$ cat config.mk
export PLATFORM = sky130hd
export DESIGN_NAME = fcca_cell
export DESIGN_NICKNAME = d
export VERILOG_FILES = /design/src/rtl/fcca_pkg.sv /design/src/rtl/fcca_cell.sv
export SDC_FILE = /design/constraint.sdc
export NUM_CORES = 1
export LEC_CHECK = 0
export ABC_AREA = 1
export BUFFER_PORTS_ARGS = -buffer_cell sky130_fd_sc_hd__buf_2
export CORE_ASPECT_RATIO = 2
export CORE_MARGIN = 1.5
export CORE_UTILIZATION = 60
export DETAILED_ROUTE_END_ITERATION = 12
export PLACE_DENSITY = 0.81
export SETUP_SLACK_MARGIN = 0.02
export SLEW_MARGIN = 15
export SYNTH_ARGS = -nofsm -noshare
export SYNTH_HDL_FRONTEND = slang
export SYNTH_SLANG_ARGS = --single-unit
$ cat constraint.sdc
create_clock -name i_clk -period 11.6 [get_ports i_clk]
set_input_delay 1.74 -clock i_clk [delete_from_list [all_inputs] [get_ports i_clk]]
set_output_delay 1.74 -clock i_clk [all_outputs]
set_load 0.02 [all_outputs]
$ cat src/rtl/fcca_pkg.sv
package fcca_pkg;

    localparam int MAX_TAPS = 64;

    localparam int TAP_COUNT_W = 7;
    localparam int TAP_INDEX_W = 6;
    localparam int COEF_W      = 18;
    localparam int SAMPLE_W    = 16;
    localparam int ABSC_W      = 32;
    localparam int FILT_W      = 23;

    localparam int IDX_W = $clog2(MAX_TAPS);
    localparam int LEN_W = $clog2(MAX_TAPS + 1);

    localparam int PROD_W   = COEF_W + SAMPLE_W;
    localparam int ACC_W    = PROD_W + $clog2(MAX_TAPS);
    localparam int FRAC_SH  = 16;
    localparam int SHR_W    = ACC_W - FRAC_SH;
    localparam int FILT_MAX = 2 ** (FILT_W - 1) - 1;
    localparam int FILT_MIN = -(2 ** (FILT_W - 1));

    localparam int SUM_CYCLES = MAX_TAPS + 1;
    localparam int CNT_W      = $clog2(SUM_CYCLES + 1);

    localparam int TAP_INDEX_LSB = 0;
    localparam int COEF_LSB      = TAP_INDEX_LSB + TAP_INDEX_W;
    localparam int SAMPLE_LSB    = COEF_LSB + COEF_W;
    localparam int ABSC_LSB      = SAMPLE_LSB + SAMPLE_W;
    localparam int S_TDATA_W     = ((ABSC_LSB + ABSC_W + 7) / 8) * 8;
    localparam int M_TDATA_W     = ((FILT_W + ABSC_W + 7) / 8) * 8;

    localparam int S_TUSER_W        = 2;
    localparam int USER_MODE_BIT    = 0;
    localparam int USER_RESTART_BIT = 1;

    localparam logic MODE_LOAD   = 1'b0;
    localparam logic MODE_SAMPLE = 1'b1;

    typedef struct packed {
        logic signed [SAMPLE_W-1:0] sample;
        logic signed [ABSC_W-1:0]   abscissa;
        logic signed [COEF_W-1:0]   coef;
        logic signed [ACC_W-1:0]    acc;
        logic signed [ABSC_W-1:0]   x_lo;
        logic signed [ABSC_W-1:0]   x_hi;
    } t_link;

    typedef struct packed {
        logic shift;
        logic rotate;
        logic coef_we;
        logic tap_en;
        logic sel_lo;
        logic sel_hi;
    } t_cell_ctl;

endpackage

$ cat src/rtl/fcca_cell.sv
module fcca_cell (
    input  logic                                   i_clk,
    input  fcca_pkg::t_cell_ctl                    i_ctl,
    input  logic signed [fcca_pkg::COEF_W-1:0]     i_coef_wdata,
    input  fcca_pkg::t_link                        i_link,
    output fcca_pkg::t_link                        o_link
);
    import fcca_pkg::*;

    logic signed [SAMPLE_W-1:0] r_sample;
    logic signed [ABSC_W-1:0]   r_abscissa;
    logic signed [COEF_W-1:0]   r_coef;
    logic signed [PROD_W-1:0]   r_prod;
    logic signed [PROD_W-1:0]   n_prod;
    logic signed [ACC_W-1:0]    r_acc;
    logic signed [ABSC_W-1:0]   r_x_lo;
    logic signed [ABSC_W-1:0]   r_x_hi;

    always_comb begin
        if (i_ctl.tap_en) begin
            n_prod = PROD_W'(r_coef) * PROD_W'(r_sample);
        end else begin
            n_prod = '0;
        end
    end

    always_ff @(posedge i_clk) begin
        if (i_ctl.shift) begin
            r_sample   <= i_link.sample;
            r_abscissa <= i_link.abscissa;
        end
        if (i_ctl.coef_we) begin
            r_coef <= i_coef_wdata;
        end else if (i_ctl.rotate) begin
            r_coef <= i_link.coef;
        end
        r_prod <= n_prod;
        r_acc  <= i_link.acc + ACC_W'(r_prod);
        r_x_lo <= i_ctl.sel_lo ? r_abscissa : i_link.x_lo;
        r_x_hi <= i_ctl.sel_hi ? r_abscissa : i_link.x_hi;
    end

    always_comb begin
        o_link.sample   = r_sample;
        o_link.abscissa = r_abscissa;
        o_link.coef     = r_coef;
        o_link.acc      = r_acc;
        o_link.x_lo     = r_x_lo;
        o_link.x_hi     = r_x_hi;
    end

endmodule

==> metrics.md <==
| Metric | Value |
|---|---|
| Top cells by area, synth | `fa_1 (28%), nand2_1 (14%), dfxtp_1 (13%), inv_1 (11%), edfxtp_1 (9.6%)` |
| Reg area | `4740 um^2` |
| Crit path max fanout | `19` |
| Worst endpoint required time | `12020 ps` |
| Hold-fix buffers, CTS | `0` |
| DIE AREA | `35700 um^2` |
| Yosys warns | `0` |
| Tot GR Track Use | `36.6%` |
| Initial DRC count | `982` |
| Yosys reg bits | `204` |
| Starting Density | `60.8%` |
| CP Class | `register to register` |
| CP delay by family, top | `adder cells` |
| Final hold violation count | `0` |
| Post-synthesis cell count | `2604` |
| Unrepaired setup endpoints after global routing | `false` |
| Worst Path Buf+Inv | `6` |
| Synth cell types | `37` |
| Post-Syn Nets | `3215` |
| Clock slew at reported path FFs | `70 ps` |
| Post-CTS setup buffers | `0` |
| Number of global-route vias before repair | `19200` |
| Crit path largest cell delay | `790 ps` |
| First-pass GRT wire length | `97.8 mm` |
| Num ports | `365` |
| Multi-input gate area | `13300 um^2` |
| IO buf count | `364` |
| Largest net degree at the start of global routing | `49` |
| Die height | `266 um` |
| Syn avg cell area | `7.96 um^2` |
| Area leader, netlist | `fa_1` |
| Synth Cell Area | `20700 um^2` |
| # DRC | `0` |
| Critical path's slowest cell | `edfxtp_1` |
| Layout cells sized above 1 | `17.3%` |
| Final net count | `3535` |
| Commonest cells in the netlist | `nand2_1 (750), inv_1 (634), fa_1 (291)` |
| FMAX | `0.153 GHz` |
| Post-layout min period | `6530 ps` |
| Die width | `134 um` |
| GRT overflow | `0` |
| Worst-skew pair later-pin latency | `530 ps` |
| CTS Buffer Depth | `3` |
| H-tree depth | `1` |
| Fin. max-slew vios | `0` |
| # rows | `96` |
| Post-synth EDFFs | `66` |
| DP HPWL | `55.1 mm` |
| Post-CTS sizing | `0` |
| Final Setup Violations | `0` |
| Area after DPL | `22900 um^2` |
| Critical path arrival | `6950 ps` |
| CP Launch Type | `register` |
| Total negative slack | `0 ps` |
| DR pass1 iterations | `8` |
| Hold Crit Class | `register to register` |
| Slew @ Worst Pin | `1030 ps` |
| Routed Antenna Nets | `0` |
| Register area share after synthesis | `22.9%` |
| Fin crit share | `56.3%` |
| Asr flop ratio synth | `0%` |
| Max_slew headroom | `31.2%` |
| Gpl congestion | `0.982` |
| Initial antenna violation count | `3` |
| Routed via count | `18100` |
| Max-cap violation count | `0` |
| Clock sinks | `204` |
| Primary FF master, synth | `dfxtp_1` |
| Crit-path cells | `nand2_1 > fa_1 > inv_1 > fa_1 > inv_1 > fa_1 > inv_1 > fa_1 > fa_1 > inv_1 > fa_1 > inv_1 > ha_1 > nand2_1 > inv_1 > nand2_1 > nor2_1 > nand4_1 > nand3_1 > nand2_1 > nand2_1 > nor2_1` |
| CTS buffer count | `20` |
| Core Region | `34100 um^2` |
| Cell area after layout | `23600 um^2` |
| CP endpoint kind | `register` |
| WL final | `65.4 mm` |
| Top cell type's share of synthesized area | `28.1%` |
| Top-count cell post-synth | `nand2_1` |
| Layout area overhead | `13.7%` |
| Root Driver | `clkbuf_16` |
| CTS tree | `yes` |
| Worst Skew | `10.1 ps` |
| Filler Cells Inserted | `2766` |
| Avg WL per Cell | `19.3 um` |
| Status | `completed` |
| Via density | `5.35` |
## area by class of cell
class	instances	area share, %
well taps	441	2.34
clock inverters	12	0.568
repair buffers	372	7.99
flip-flops and latches	204	20.1
diodes	3	0.0319
clock buffers	24	2.32
multi-input cells	1686	56.4
inverters	640	10.2
## routing by layer
metal | global-route usage [%] | wire [um] | up-vias
met3 | 5.59 | 3870 | 340
met1 | 33.1 | 19700 | 8535
met2 | 69.5 | 35700 | 913
met4 | 30.2 | 6220 | 0
li1 | - | - | 8319
met5 | 0 | 0 | -
## registers in the layout, indices dropped and copies added (netlist names)
| name | cells |
|---|---|
| r_prod | 34 |
| r_coef | 18 |
| r_acc | 40 |
| r_sample | 16 |
| r_x_lo | 32 |
| r_x_hi | 32 |
| r_abscissa | 32 |
## worst paths after layout
check                             endpoint  cells after the start  slack (ps)        start
worst max-delay path            r_prod[23]                     22        5070  r_sample[2]
worst min-delay path              r_acc[0]                      1         520    r_prod[0]
worst max register to register  r_prod[23]                     22        5070  r_sample[2]
worst min register to register    r_acc[0]                      1         520    r_prod[0]
## worst reg2reg max path: stages (launching register included)
cell and delay (ps):
edfxtp_1 790, nand2_1 260, fa_1 710, inv_1 170, fa_1 520, inv_1 60, fa_1 500, inv_1 60
fa_1 490, fa_1 490, inv_1 50, fa_1 470, inv_1 40, ha_1 360, nand2_1 110, inv_1 90
nand2_1 80, nor2_1 510, nand4_1 270, nand3_1 210, nand2_1 70, nand2_1 60, nor2_1 50
## cells in the final DEF, fill, tap and decap left out, types with 3 or more instances in the layout
master / instances
nor2_1: 167
buf_2: 364
a21oi_1: 76
nand3_2: 8
a21oi_2: 4
o21a_1: 10
diode_2: 3
nand3_1: 64
ha_1: 125
buf_4: 8
edfxtp_1: 66
dfxtp_1: 138
mux2_1: 3
xnor2_1: 7
inv_1: 635
and2_1: 3
fa_1: 291
nand2_1: 750
o21bai_1: 11
xor2_1: 20
nor2_2: 6
nand4_1: 14
nor3_1: 7
nand2_2: 12
mux2_2: 61
clkinv_1: 6
o21ai_0: 28
or2_2: 6
clkbuf_16: 21
## through the flow
step	util, %	hold slack [ps]	instances	setup slack, ps
floorplan	-	420	2604	5830
global placement	67.1	482	3343	5320
detailed placement	67.1	486	3343	5190
CTS	69.1	522	3379	5150
global route	69.1	518	3381	4830
finish	69.1	520	3382	5070
## kinds of logic (layout without fill, tap and decap cells)
logic type               Yosys count  in the layout  share of synthesized area (%)
AO/OA/AOI/OAI                    138            138                           3.78
adder cells (fa/ha/maj)          416            416                           35.7
other                              0              3                              0
buffers and inverters            714           1048                           13.0
flip-flops                       204            204                           22.9
XOR/XNOR                          27             27                           1.14
AND/OR/NAND/NOR                 1041           1041                           20.1
multiplexers                      64             64                           3.48
Power is left out: the tool's default activity adds up to more than one toggle a clock period on the data nets, which glitch-free logic cannot reach.
